**src/sv/gpp_fifo.sv**
```systemverilog
module gpp_fifo #(
  parameter int DEPTH = 4,
  parameter type T = logic
) (
  input  logic clk,
  input  logic rst,
  input  logic wr_en,
  input  T     wr_data,
  input  logic rd_en,
  output T     rd_data,
  output logic empty,
  output logic full
);

  localparam int PW = $clog2(DEPTH);
  localparam int CW = $clog2(DEPTH + 1);

  T               mem [DEPTH];
  logic [PW-1:0]  wp;
  logic [PW-1:0]  rp;
  logic [CW-1:0]  count;
  logic           wr;
  logic           rd;

  assign wr      = wr_en && !full;
  assign rd      = rd_en && !empty;
  assign full    = count == CW'(DEPTH);
  assign empty   = count == '0;
  assign rd_data = mem[rp];

  always_ff @(posedge clk) begin
    if (wr) begin
      mem[wp] <= wr_data;
    end
  end

  always_ff @(posedge clk) begin
    if (rst) begin
      wp    <= '0;
      rp    <= '0;
      count <= '0;
    end else begin
      if (wr) begin
        wp <= (wp == PW'(DEPTH - 1)) ? '0 : wp + 1'b1;
      end
      if (rd) begin
        rp <= (rp == PW'(DEPTH - 1)) ? '0 : rp + 1'b1;
      end
      case ({wr, rd})
        2'b10:   count <= count + 1'b1;
        2'b01:   count <= count - 1'b1;
        default: count <= count;
      endcase
    end
  end

endmodule

```
**config.mk**
```make
export PLATFORM = sky130hd
export DESIGN_NAME = gpp_fifo
export DESIGN_NICKNAME = d
export VERILOG_FILES = /design/src/sv/gpp_fifo.sv
export SDC_FILE = /design/constraint.sdc
export NUM_CORES = 1
export LEC_CHECK = 0
export BUFFER_PORTS_ARGS = -buffer_cell sky130_fd_sc_hd__buf_4
export CORE_MARGIN = 1
export CORE_UTILIZATION = 26
export DETAILED_ROUTE_END_ITERATION = 16
export PLACE_DENSITY = 0.46
export RECOVER_POWER = 100
export SLEW_MARGIN = 20
export SYNTH_ARGS = -nofsm -noshare
export SYNTH_HDL_FRONTEND = slang
export SYNTH_SLANG_ARGS = --single-unit
```
**constraint.sdc**
```tcl
create_clock -name clk -period 1.9 [get_ports clk]
set_input_delay 0 -clock clk [delete_from_list [all_inputs] [get_ports clk]]
set_output_delay 0 -clock clk [all_outputs]
set_load 0.01 [all_outputs]
```
== Yosys cells after proc, flatten, opt, wreduce, memory -nomap -nowiden ==
Memory sizes are Yosys's and may differ from the RTL's. A register that Yosys moved wholly into a read port is not among the register bits.
Cells that the tools add are included.

* Add/subtract/negate cells: 4
* Equal/unequal tests: 5
* Reductions and logical operators: 6
* Multiplexer cells: 7

{| class="wikitable"
|+ Operator list
! kind !! count
|-
| $mux W2 || 4
|-
| $eq A2 B2 Y1 const B || 3
|-
| $pmux W3 S2 || 1
|-
| $add A2 B1 Y2 const B || 2
|-
| $add A3 B1 Y3 const B || 1
|-
| $eq A3 B3 Y1 const B || 1
|-
| $logic_not A3 Y1 || 1
|-
| $sub A3 B1 Y3 const B || 1
|-
| $eq A2 B1 Y1 const B || 1
|-
| $logic_and A1 B1 Y1 || 2
|-
| $logic_not A1 Y1 || 2
|-
| $mux W1 || 2
|-
| $reduce_bool A2 Y1 || 1
|}

* Memories: 1
* Memory bits (writable): 4
* Bits in registers: 7
* Input bits: 5

{| class="wikitable"
|+ Memory list
! memory !! depth !! width !! read ports !! clocked after memory_dff !! write ports !! line !! RTL
|-
| mem || 4 || 1 || 1 || 1 || 1 || 18 || <nowiki>T mem [DEPTH];</nowiki>
|}

== Logic depth before layout (Yosys ltp) ==
* Depth after elaboration: 5
* Mapped depth: 9

== Worst setup path after synthesis ==
Ideal clock, no wire load.

* Kind: reg-to-reg
* Start point: register count[2]
* End point: register count[2]
* Slack: -0.124 ns
* Period minus slack after synthesis: 2.024 ns
* Data arrival time: 1.954 ns
* Buffers on the path: 0
* Cell stages (with the launch flop): 10
* Cell sequence: dfxtp_1 nor3b_4 nor2b_4 inv_1 ha_1 inv_1 fa_1 xor2_1 or3_1 a21oi_1

* Word-level cells in the longest chain between the ends: 5
* Elaborated cells between the ends (all ways): 12

{| class="wikitable"
|+ RTL lines
! element !! line !! RTL
|-
| from (decl) || 21 || <nowiki>logic [CW-1:0] count;</nowiki>
|-
| from (signal assigned) || 50 || <nowiki>2'b10: count <= count + 1'b1;</nowiki>
|-
| from (signal assigned) || 51 || <nowiki>2'b01: count <= count - 1'b1;</nowiki>
|-
| from (signal assigned) || 52 || <nowiki>default: count <= count;</nowiki>
|-
| $eq A3 B3 Y1 * || 27 || <nowiki>assign full = count == CW'(DEPTH);</nowiki>
|-
| via full || 12 || <nowiki>output logic full</nowiki>
|-
| $logic_not A1 Y1 * || 25 || <nowiki>assign wr = wr_en && !full;</nowiki>
|-
| $logic_and A1 B1 Y1 * || 25 ||
|-
| $eq A2 B1 Y1 or $eq A2 B2 Y1 (tied branches) || 49 || <nowiki>case ({wr, rd})</nowiki>
|-
| $pmux W3 S2 or $reduce_bool A2 Y1 (tied branches) || n/a ||
|}

Mark *: on every way through the listed nets, which the timed path passes. The rest lies on a longest branch.
A chain may end at the register's enable or synchronous reset.

== Worst setup path after layout ==
* Start point: register count[1]
* End point: register count[2]

* Word-level cells in the longest chain between the ends: 5
* Elaborated cells between the ends (all ways): 12

{| class="wikitable"
|+ RTL lines
! element !! line
|-
| $eq A3 B3 Y1 or $logic_not A3 Y1 (tied branches) || 27, 28
|-
| $logic_not A1 Y1 (on tied branches) || 25, 26
|-
| $logic_and A1 B1 Y1 (on tied branches) || 25, 26
|-
| $eq A2 B1 Y1 or $eq A2 B2 Y1 (tied branches) || 49
|-
| $pmux W3 S2 or $reduce_bool A2 Y1 (tied branches) || n/a
|}

Several ways; a longest one is shown, not always the timed one.

==> run metrics <==
outcome=complete, no violations; hold endpoint=rp[0]$_SDFFE_PP0P_; final hold vios=0; total chip power=approximately 960 uW; Crit. End Element=flop; most used routing layer=met2; number of global-route vias before repair=460; # rows=17; antenna violations before repair=0; Comb power frac=roughly two fifths; global routing usage on met1=under 10%; Reg clk slew, reported paths=approximately 0.080 ns; cell taking the most area after synthesis=dfxtp_1; fin nets=90; M2 GR Usage=17.1%; # fillers=approximately 240; core area=~2300 um2; syn_nets=a little under 70; Final Skew=0.00277 ns; Critical Path Source Type=flop; flops & latches, synth=13; aggregate global routing overflow=0; top cells by area, synth=dfxtp_1, edfxtp_1, ha_1, inv_1, and2_1; Pleak=around 0.36 nW; Num CTS Buffers=3; post-synthesis cell count=57; worst path arrival time=2.07 ns; Residual DRC=0; critical path class=reg2reg; CTS H-tree lvls=1; top-area cell type share of the netlist area=27.6%; Peak supply drop=0.398 mV; fmax=~540 MHz; WP data required=around 2.1 ns; worst-path maximum fanout=2; Final period util=a little over nine tenths; sequential power share=between 40% and 50%; die width=between 50 and 60 um; Cell Int Power=654 uW; Port Buffer Count=7; Detail Route Antenna Nets=0; Die Height=52.1 um; Sw Ratio=about a third; final wirelength=1.00 mm; r2r startpoint=count[1]$_SDFFE_PP0P_; Worst Reg-to-Reg Cells=9; Crit path largest cell delay=0.35 ns; gr usage total=9.12%; CTS sink count=13; Die Footprint=about 2700 um2; RSZ-0062 raised after global routing=yes; worst hold path class=in2reg; share of layout cells above drive strength 1=between 30% and 40%; met3 Usage GRT=under 10%; Worst R2R End=count[2]$_SDFFE_PP0P_; GP Congestion=0.676; Routed wire per std cell=about 9.5 um; CP max stage cell=dfxtp_4; P&R area growth vs syn=29.9%; fin. max-slew vios=0; NetSw=309 uW; post-detail-place hpwl=786 um; relative slew slack=a little under nine tenths; Fin Hold WS=between 0.15 and 0.2 ns; Hold Crit Start=rd_en; Worst-Margin Slew=around 0.22 ns; Reg2Reg Setup Slack=approximately 0.033 ns; detail-routed via count per cell=around 4.2; Initial DRC Count=5; CTS tree=yes; largest net degree at the start of global routing=10; Unique masters post-synth=22; clock latency on the worst-skew pair=around 0.27 ns; final setup fails=0; Ys Warns=0; first-pass detailed-route iteration total=4; Cells on Worst Hold Path=5; Cell Chain, Critical Path=nor3b_4 -> nor2b_4 -> inv_2 -> ha_4 -> inv_2 -> fa_2 -> xor2_1 -> or3_1 -> a21oi_1; Cell Pwr Density=between 1000 and 1500 nW/um2; Vias=442; Initial Util=between 20% and 30%; CTS root buffer=clkbuf_4; Final min period=about 1.9 ns; number of antenna diodes=0; IO Pins=8; clk buf depth=2; Seq/Total Area, Yosys=a little under half; first-pass GRT wire length=~1.8 mm; most frequent CP cell=inv_2; synthesized area per cell=about 11 um2; clock network fraction of total power=between 15 and 20%; max-capacitance violation count=0; synthesized area=approximately 650 um2
## per-stage QoR
stage	setup slack (ns)	area [um2]	util [%]	cells	setup TNS [ns]
after floorplan	-0.0408	663	-	57	-0.0408
after global placement	-0.00776	792	34.5	97	-0.00776
after detailed placement	-0.0242	792	34.5	97	-0.0242
after CTS	-0.0314	856	37.3	105	-0.0314
after global routing	-0.0520	847	36.9	105	-0.0520
final	0.0329	847	36.9	105	0
## worst max-delay path by stage
stage / to / from / cells past startpoint
2_1_floorplan: count[2]$_SDFFE_PP0P_ / count[1]$_SDFFE_PP0P_ / 9
3_3_place_gp: count[2]$_SDFFE_PP0P_ / count[1]$_SDFFE_PP0P_ / 9
3_5_place_dp: count[2]$_SDFFE_PP0P_ / count[1]$_SDFFE_PP0P_ / 9
4_1_cts: count[2]$_SDFFE_PP0P_ / count[0]$_SDFFE_PP0P_ / 9
5_1_grt: count[2]$_SDFFE_PP0P_ / count[1]$_SDFFE_PP0P_ / 9
6_report: count[2]$_SDFFE_PP0P_ / count[1]$_SDFFE_PP0P_ / 9
## worst max-delay path, delay by kind of cell (launching register included)
family                   cells  cell delay [ns]
XOR/XNOR                     1             0.15
flip-flops                   1             0.35
buffers and inverters        2             0.09
adder cells (fa/ha/maj)      2             0.45
AO/OA/AOI/OAI                1             0.12
AND/OR/NAND/NOR              3             0.62
## layout by cell type (no fill, tap or decap), types with 3 or more instances in the layout
master and instances:
buf_4 11, dfxtp_1 6, inv_1 5, nor2_1 5, ha_1 5, clkbuf_1 5
edfxtp_1 4, a21oi_1 3, clkbuf_4 3
## power groups by stage
| stage | Sequential (mW) | Combinational [mW] | Clock (mW) |
|---|---|---|---|
| final | 0.394 | 0.403 | 0.165 |
| after global routing | 0.403 | 0.458 | 0.188 |
| after CTS | 0.397 | 0.425 | 0.173 |
| after detailed placement | 0.405 | 0.395 | 0 |
| after global placement | 0.404 | 0.393 | 0 |
| after floorplan | 0.406 | 0.245 | 0 |
## layer usage
layer,routed length (um),vias to the layer above
li1,-,229
met1,418,206
met2,545,7
met3,36,0
met4,0,0
met5,0,-
## area by class of cell
type / instances / area (um2) / area share [%]
Inverter: 7 / 26.3 / 3.10
Tap cell: 28 / 35.0 / 4.14
Multi-Input combinational cell: 36 / 333 / 39.3
Sequential cell: 13 / 309 / 36.5
Timing Repair Buffer: 17 / 118 / 13.9
Clock buffer: 4 / 26.3 / 3.10
## cell usage after synthesis
cell type,count
dfxtp_1,9
inv_1,7
ha_1,6
nor2_1,5
and2_1,4
edfxtp_1,4
a21oi_1,2
mux2i_1,2
nand2b_1,2
nor3_1,2
or3_1,2
xor2_1,2
a21oi_2,1
clkbuf_1,1
fa_1,1
mux2_4,1
mux4_2,1
nand2_1,1
nor2b_4,1
nor3b_4,1
o21ai_0,1
o31ai_2,1
## repair_timing
item,in CTS,in global routing
setup buffers,2,0
hold buffers,2,0
pin swaps,1,1
endpoints found under the hold margin,11,0
endpoints found under the setup margin,1,1
gates resized for setup,2,2
## kinds of logic (layout without fill, tap and decap cells)
logic type,count (synthesis),count (layout),share of synthesized area [%]
muxes,4,4,8.83
DFF,13,13,46.1
and+or+nand+nor,18,18,17.7
buffers and inverters,8,28,4.61
adders and majority gates,7,7,14.6
AOI/OAI and AO/OA,5,5,5.57
xor gates and xnor gates,2,2,2.69
Note: power is estimated with default switching activity, not from simulation.
