`src/sv/gpp_pkg.sv`:
```
package gpp_pkg;

  localparam int AMB_W      = 16;
  localparam int FRAC_W     = 10;
  localparam int MODE_W     = 2;
  localparam int QUOT_W     = 16;
  localparam int PROD_W     = 26;
  localparam int NUM_W      = 52;
  localparam int DIV_W      = 36;
  localparam int DROP_W     = 46;
  localparam int SCALE_W    = 20;
  localparam int CFG_IDX_W  = 2;
  localparam int CFG_DATA_W = 16;
  localparam int RATIO_W    = 10;

  localparam int QUEUE_DEPTH = 4;
  localparam int OUT_DEPTH   = 2;

  localparam logic [FRAC_W-1:0]  FULL_PERMILLE = 10'd1000;
  localparam logic [SCALE_W-1:0] DROP_SCALE    = 20'd1000000;

  localparam logic [MODE_W-1:0] MODE_OC   = 2'd0;
  localparam logic [MODE_W-1:0] MODE_PSCR = 2'd2;

  localparam logic [CFG_IDX_W-1:0] REG_CONS  = 2'd0;
  localparam logic [CFG_IDX_W-1:0] REG_RATE  = 2'd1;
  localparam logic [CFG_IDX_W-1:0] REG_RATIO = 2'd2;

  localparam logic [CFG_DATA_W-1:0] CONS_RESET  = 16'd720;
  localparam logic [CFG_DATA_W-1:0] RATE_RESET  = 16'd20000;
  localparam logic [RATIO_W-1:0]    RATIO_RESET = 10'd100;

  typedef enum logic [1:0] {
    CLS_OC,
    CLS_SENSOR,
    CLS_SCR
  } gpp_class_t;

  typedef struct packed {
    logic [AMB_W-1:0]  ambient_mbar;
    logic [FRAC_W-1:0] oxygen_permille;
    logic [FRAC_W-1:0] helium_permille;
    logic [AMB_W-1:0]  sensor_po2_mbar;
    logic [MODE_W-1:0] dive_mode;
  } gpp_sample_t;

  typedef struct packed {
    logic [AMB_W-1:0] oxygen_mbar;
    logic [AMB_W-1:0] helium_mbar;
    logic [AMB_W-1:0] nitrogen_mbar;
  } gpp_result_t;

  typedef struct packed {
    logic [AMB_W-1:0]  amb;
    logic [AMB_W-1:0]  po2;
    logic [FRAC_W-1:0] o2f;
    logic [FRAC_W-1:0] hef;
    logic [FRAC_W-1:0] n2f;
    logic [FRAC_W-1:0] den;
    gpp_class_t        cls;
  } gpp_mix_t;

  typedef struct packed {
    logic [NUM_W-1:0] numer;
    logic [DIV_W-1:0] divisor;
    gpp_mix_t         mix;
  } gpp_work_t;

endpackage

```
`src/sv/gpp_front.sv`:
```
module gpp_front (
  input  logic                               clk,
  input  logic                               rst,
  input  logic                               push,
  input  gpp_pkg::gpp_sample_t               sample,
  input  logic                               stall,
  input  logic                               cfg_write,
  input  logic [gpp_pkg::CFG_IDX_W-1:0]      cfg_index,
  input  logic [gpp_pkg::CFG_DATA_W-1:0]     cfg_data,
  output gpp_pkg::gpp_work_t                 work,
  output logic                               work_wr
);

  logic [gpp_pkg::CFG_DATA_W-1:0] cons;
  logic [gpp_pkg::CFG_DATA_W-1:0] rate;
  logic [gpp_pkg::RATIO_W-1:0]    ratio;

  logic                       v1, v2, v3, v4;
  gpp_pkg::gpp_mix_t          mix_c, m1, m2, m3;
  logic [gpp_pkg::PROD_W-1:0] oa2, prod2, dc2, oa3;
  logic [gpp_pkg::NUM_W-1:0]  gain3;
  logic [gpp_pkg::DROP_W-1:0] drop3;
  logic [gpp_pkg::DIV_W-1:0]  dv3;
  logic                       pz3;
  gpp_pkg::gpp_work_t         work_c, w4;
  logic                       accept;

  assign accept  = push && !stall;
  assign work    = w4;
  assign work_wr = v4 && !stall;

  always_ff @(posedge clk) begin
    if (rst) begin
      cons  <= gpp_pkg::CONS_RESET;
      rate  <= gpp_pkg::RATE_RESET;
      ratio <= gpp_pkg::RATIO_RESET;
    end else if (cfg_write) begin
      case (cfg_index)
        gpp_pkg::REG_CONS:  cons  <= cfg_data;
        gpp_pkg::REG_RATE:  rate  <= cfg_data;
        gpp_pkg::REG_RATIO: ratio <= cfg_data[gpp_pkg::RATIO_W-1:0];
        default: ;
      endcase
    end
  end

  // clamp the mix and sort the item into its pressure model
  always_comb begin
    mix_c.amb = sample.ambient_mbar;
    mix_c.po2 = sample.sensor_po2_mbar;
    mix_c.o2f = (sample.oxygen_permille > gpp_pkg::FULL_PERMILLE) ?
                gpp_pkg::FULL_PERMILLE : sample.oxygen_permille;
    mix_c.den = gpp_pkg::FULL_PERMILLE - mix_c.o2f;
    mix_c.hef = (sample.helium_permille > mix_c.den) ? mix_c.den : sample.helium_permille;
    mix_c.n2f = mix_c.den - mix_c.hef;
    if (sample.dive_mode != gpp_pkg::MODE_OC && sample.sensor_po2_mbar != '0) begin
      mix_c.cls = gpp_pkg::CLS_SENSOR;
    end else if (sample.dive_mode == gpp_pkg::MODE_PSCR) begin
      mix_c.cls = gpp_pkg::CLS_SCR;
    end else begin
      mix_c.cls = gpp_pkg::CLS_OC;
    end
  end

  // steady-state oxygen numerator and divisor; all but SCR with a nonzero rate-ratio product divide by 1000
  always_comb begin
    work_c.mix = m3;
    if (m3.cls == gpp_pkg::CLS_SCR && !pz3) begin
      work_c.numer   = (gain3 > gpp_pkg::NUM_W'(drop3)) ?
                       gain3 - gpp_pkg::NUM_W'(drop3) : '0;
      work_c.divisor = dv3;
    end else begin
      work_c.numer   = gpp_pkg::NUM_W'(oa3);
      work_c.divisor = gpp_pkg::DIV_W'(gpp_pkg::FULL_PERMILLE);
    end
  end

  always_ff @(posedge clk) begin
    if (rst) begin
      v1 <= 1'b0;
      v2 <= 1'b0;
      v3 <= 1'b0;
      v4 <= 1'b0;
    end else if (!stall) begin
      v1 <= accept;
      v2 <= v1;
      v3 <= v2;
      v4 <= v3;
    end
  end

  always_ff @(posedge clk) begin
    if (!stall) begin
      m1    <= mix_c;
      m2    <= m1;
      oa2   <= gpp_pkg::PROD_W'(m1.o2f) * gpp_pkg::PROD_W'(m1.amb);
      prod2 <= gpp_pkg::PROD_W'(rate) * gpp_pkg::PROD_W'(ratio);
      dc2   <= gpp_pkg::PROD_W'(m1.den) * gpp_pkg::PROD_W'(cons);
      m3    <= m2;
      oa3   <= oa2;
      gain3 <= gpp_pkg::NUM_W'(oa2) * gpp_pkg::NUM_W'(prod2);
      drop3 <= gpp_pkg::DROP_W'(dc2) * gpp_pkg::DROP_W'(gpp_pkg::DROP_SCALE);
      dv3   <= gpp_pkg::DIV_W'(prod2) * gpp_pkg::DIV_W'(gpp_pkg::FULL_PERMILLE);
      pz3   <= prod2 == '0;
      w4    <= work_c;
    end
  end

endmodule

```
`config.mk`:
```
export PLATFORM = sky130hd
export DESIGN_NAME = gpp_front
export DESIGN_NICKNAME = d
export VERILOG_FILES = /design/src/sv/gpp_pkg.sv /design/src/sv/gpp_front.sv
export SDC_FILE = /design/constraint.sdc
export NUM_CORES = 2
export LEC_CHECK = 0
export BUFFER_PORTS_ARGS = -buffer_cell sky130_fd_sc_hd__buf_2
export CAP_MARGIN = 15
export CELL_PAD_IN_SITES_DETAIL_PLACEMENT = 1
export CELL_PAD_IN_SITES_GLOBAL_PLACEMENT = 2
export CORE_MARGIN = 4
export CORE_UTILIZATION = 45
export DETAILED_ROUTE_END_ITERATION = 7
export PLACE_DENSITY = 0.84
export SKIP_CTS_REPAIR_TIMING = 1
export SLEW_MARGIN = 5
export SYNTH_ARGS = -nofsm -noshare
export SYNTH_HDL_FRONTEND = slang
export SYNTH_SLANG_ARGS = --single-unit
```
`constraint.sdc`:
```
create_clock -name clk -period 42.3 [get_ports clk]
set_input_delay 4.23 -clock clk [delete_from_list [all_inputs] [get_ports clk]]
set_output_delay 4.23 -clock clk [all_outputs]
set_load 0.05 [all_outputs]
```
# --- After elaboration in Yosys (flattened, before gate mapping) ---
# Index checks and enable logic that the tools add are counted.
word_totals:
  out_inout_bits: 163
  latchBits: 0
  regBits: 657
  mem_bits_rw: 0
  memories: 0
  in_bits: 77
  wordCells: 81
  mem_bits_ro: 0
classes:
  n_addsub: 3
  bitwise_logic: 0
  n_shift: 0
  n_mul: 6
  div_mod_pow: 0
  n_lt_le_gt_ge: 3
  reduce_logical: 14
  eq_ne: 4
  n_mux: 5
ops:
  columns: ["cell", "count"]
  rows:
  - ["$mux W62", 1]
  - ["$gt A52 B46 Y1", 1]
  - ["$mul A10 B16 Y26", 2]
  - ["$mul A26 B26 Y52", 1]
  - ["$sub A52 B46 Y52", 1]
  - ["$mul A26 B14 Y40 const B", 1]
  - ["$mul A26 B7 Y33 const B", 1]
  - ["$logic_not A26 Y1", 1]
  - ["$mul A16 B10 Y26", 1]
  - ["$mux W26", 1]
  - ["$mux W10", 2]
  - ["$reduce_bool A16 Y1", 1]
  - ["$gt A10 B10 Y1", 1]
  - ["$gt A10 B10 Y1 const B", 1]
  - ["$sub A10 B10 Y10", 1]
  - ["$sub A10 B10 Y10 const A", 1]
  - ["$reduce_and A2 Y1", 4]
  - ["$eq A2 B2 Y1 const B", 3]
  - ["$logic_and A1 B1 Y1", 4]
  - ["$eq A2 B1 Y1 const B", 1]
  - ["$logic_not A1 Y1", 2]
  - ["$logic_not A2 Y1", 1]
  - ["$mux W2", 1]
  - ["$reduce_bool A2 Y1", 1]

# --- Longest topological paths before layout ---
depth:
  word_depth: 6
  ltp_mapped: 30
  depth_no_buf: 29

# --- Worst setup path before layout ---
# OpenSTA, ideal clock, no wires.
synth_path:
  kind: "input to register"
  start: "input port stall"
  end: "register dc2[0] in the netlist's numbering, enable pin"
  setup_ns: 0.948
  t_arrival_ns: 16.059
  required_time_ns: 41.352
  path_stages: 2
  n_path_buf: 1
  path_slack_ns: 25.292
  cell_sequence: "clkbuf_1 -> inv_1"
synth_rtl:
  columns: ["item", "line", "source"]
  rows:
  - ["start, declared", "gpp_front.sv:6", "input logic stall,"]
  - ["end signal, assigned", "gpp_front.sv:98", "dc2 <= gpp_pkg::PROD_W'(m1.den) * gpp_pkg::PROD_W'(cons);"]
  - ["end, declared", "gpp_front.sv:20", "logic [gpp_pkg::PROD_W-1:0] oa2, prod2, dc2, oa3;"]
# No word-level cell between the ends.

# --- Worst setup path after layout ---
layout_path:
  start: "input port stall"
  end: "output port work_wr"
layout_between:
  elab_chain_len: 2
layout_rtl:
  columns: ["item", "line", "source"]
  rows:
  - ["$logic_not A1 Y1", null, null]
  - ["$logic_and A1 B1 Y1", "gpp_front.sv:30", "assign work_wr = v4 && !stall;"]
  - ["end, declared", "gpp_front.sv:11", "output logic work_wr"]
# No other way between the ends.

==> results.md <==
* Run status: completed
* Initial Util at 45.5%
* Number of top-level pins at 240
* Final setup vio count at 0
* Library cell occupying the most area in the post-synthesis netlist: sky130_fd_sc_hd__fa_1
* Hold Path End: m3[22]$_DFFE_PN_
* Most frequently used cell type in the post-synthesis netlist: sky130_fd_sc_hd__inv_1
* Count of filler cells inserted in the layout at 17.2k
* Maximum level of the CTS H-tree at 3
* Share of post-route cells with drive strength above 1 at 6.63%
* Remaining antenna violation count at 0
* Minimum clock period at 9.03 ns
* Total negative slack at 0 ns
* Area of the core at 157000 µm²
* Initial antenna violation count at 15
* Signal arrival time at the worst endpoint at 4.80 ns
* Worst reg2reg startpoint: prod2[4]$_DFFE_PN_
* Area of the mapped netlist at 71300 µm²
* Top flip-flop cell by instance count after synthesis: sky130_fd_sc_hd__edfxtp_1
* Number of remaining DRC errors at 0
* Chain of cells forming the critical path: buf_2 -> nor2b_1 -> buf_2
* Syn avg cell area at 10.4 µm²
* Worst-case headroom to the max-slew limit at 28.3%
* Number of distinct library cells after synthesis at 87
* Worst reg2reg path endpoint: gain3[45]$_DFFE_PN_
* Wire length of the first global-routing pass at 307000 µm
* Hold depth at 0
* Most numerous cell types in the synthesized netlist: 1405 x sky130_fd_sc_hd__inv_1, 1105 x sky130_fd_sc_hd__fa_1, 833 x sky130_fd_sc_hd__nand2_1
* Type of element capturing the critical path: output pin
* Hpwl dp at 144000 µm
* Async S/R FF share, synth at 0%
* CTS tree: done
* Worst path required time at 38.07 ns
* Total die area at 165000 µm²
* Hold WC Path Type: register to register
* Post-synth top area share at 31.0%
* Hold violation count in the final report at 0
* Post-synth EDFFs at 607
* Clock slew at reported path FFs at 0.06 ns
* Synthesis-to-layout area growth at 8.30%
* IO Port Bufs at 236
* Number of maximum-capacitance violations at 0
* WL/cell at 21.1 µm
* Clock buffers created by TritonCTS at 77
* Synth Instances at 6838
* Number of placement rows at 145
* Total track usage at 24.0%
* Die extent in y at 406 µm
* Number of synthesis warnings at 0
* Count of clock tree sinks at 653
* Final cycle utilization of the critical path at 21.3%
* Placer Congestion at 0.850
* Highest-delay cell along the critical path: sky130_fd_sc_hd__buf_2
* Wire length after detailed routing at 191000 µm
* Layout net count at 8790
* Violation count after the first detailed-route iteration at 2655
* Worst Skew at 0.0426 ns
* Overall die width at 406 µm
* Slowest Stage Delay on Critical Path at 0.27 ns
* Critical path launch point type: input pin
* Critical path fanouts, max at 6
* Count of state elements after synthesis at 653
* Most common cell on crit path: sky130_fd_sc_hd__buf_2
* Clock latency of the later-clocked register in the worst-skew pair at 0.70 ns
* Vias per inst at 5.26
* Worst Max-Slew Pin Slew at 1.08 ns
* Post-route worst hold slack at 0.401 ns
* 1st-pass router iterations at 5
* Source of the worst hold timing path: m2[22]$_DFFE_PN_
* Clock root buffer: sky130_fd_sc_hd__clkbuf_16
* Unrepaired setup endpoints after global routing: no
* Most area-consuming cells after synthesis: sky130_fd_sc_hd__fa_1 31%, sky130_fd_sc_hd__edfxtp_1 26%, sky130_fd_sc_hd__ha_1 11%
* Worst-case reg-to-reg path depth at 26
* Max Slew Vio Count at 0
* Global-route congestion overflow total at 0
* Worst-case clock buffer depth at 3
* Reg2Reg Setup Slack at 34.43 ns
* Sequential element share of the synthesized area at 26.9%
* Routed vias at 47.8k
* Upper clock frequency limit at 111 MHz
* Maximum number of pins on one net before global-route repair at 187
* Setup Crit Path Kind: input pin to output pin
* Via count of the first global-routing pass at 54.1k
## worst max path at each step
stage               start          endpoint  slack, ns  cells after the start
2_1_floorplan       stall  dc2[0]$_DFFE_PN_      25.29                      2
3_3_place_gp   sample[33]  m1[21]$_DFFE_PN_      32.78                     29
3_5_place_dp   sample[33]  m1[21]$_DFFE_PN_      32.66                     29
4_1_cts             stall           work_wr      33.27                      3
5_1_grt        sample[33]  m1[21]$_DFFE_PN_      32.78                     29
6_report            stall           work_wr      33.27                      3
## cells by family after synthesis
| family | synth area share [%] |
|---|---|
| DFF | 26.9 |
| and+or+nand+nor | 12.4 |
| xor gates and xnor gates | 2.76 |
| AOI/OAI and AO/OA | 6.42 |
| other | 0.00526 |
| buffers and inverters | 8.83 |
| adders and majority gates | 42.5 |
| muxes | 0.191 |
## layer usage
| layer | track usage [%] | vias up | part of all wire [%] |
|---|---|---|---|
| met4 | 6.63 | 8 | 2.7 |
| met5 | 0 | - | 0.035 |
| met3 | 3.36 | 242 | 4.6 |
| met1 | 32.1 | 24900 | 44 |
| li1 | - | 21600 | - |
| met2 | 40.9 | 934 | 49 |
## layout make-up
cell class              count  area [µm²]  share of cell area, %
multi-input cells        4517       45900                   59.4
clock buffers              90        2020                   2.61
well taps                2058        2570                   3.34
diodes                      2        5.00                0.00648
clock inverters            52         634                  0.822
flip-flops and latches    653       19100                   24.8
repair buffers            299        1680                   2.17
inverters                1405        5280                   6.84
## state kept, by name, summed over array words and instances (netlist names), 26 cells and up
signal / cells
m1: 73
prod2: 26
drop3: 40
m3: 73
gain3: 52
dc2: 26
m2: 73
oa2: 26
dv3: 33
oa3: 26
work: 158
## cells in the final DEF, fill, tap and decap left out, drive strengths merged, types with 46 or more instances in the layout
master | Yosys | final
clkbuf | 251 | 90
a21oi | 244 | 244
buf | 14 | 299
a21o | 115 | 115
inv | 1405 | 1410
xnor2 | 159 | 159
ha | 655 | 655
o21ai | 133 | 133
nand2 | 833 | 833
edfxtp | 607 | 607
and2 | 578 | 578
nor2 | 140 | 140
dfxtp | 46 | 46
fa | 1105 | 1105
nand3 | 49 | 49
xor2 | 66 | 66
## critical path: cells and delay by family
family                 cells  cell delay [ns]
buffers and inverters      2             0.44
AND/OR/NAND/NOR            1             0.12
## through the flow
step | utilization [%] | std cells | setup WS [ns] | area (µm²)
finish | 49.3 | 9076 | 33.27 | 77200
global placement | 47.6 | 8932 | 32.78 | 74600
floorplan | - | 6840 | 25.29 | 71300
CTS | 49.3 | 9074 | 33.27 | 77200
detailed placement | 47.6 | 8932 | 32.66 | 74600
global route | 49.3 | 9074 | 32.78 | 77200
Power is left out: the tool's default activity adds up to more than one toggle a clock period on the data nets, which glitch-free logic cannot reach.
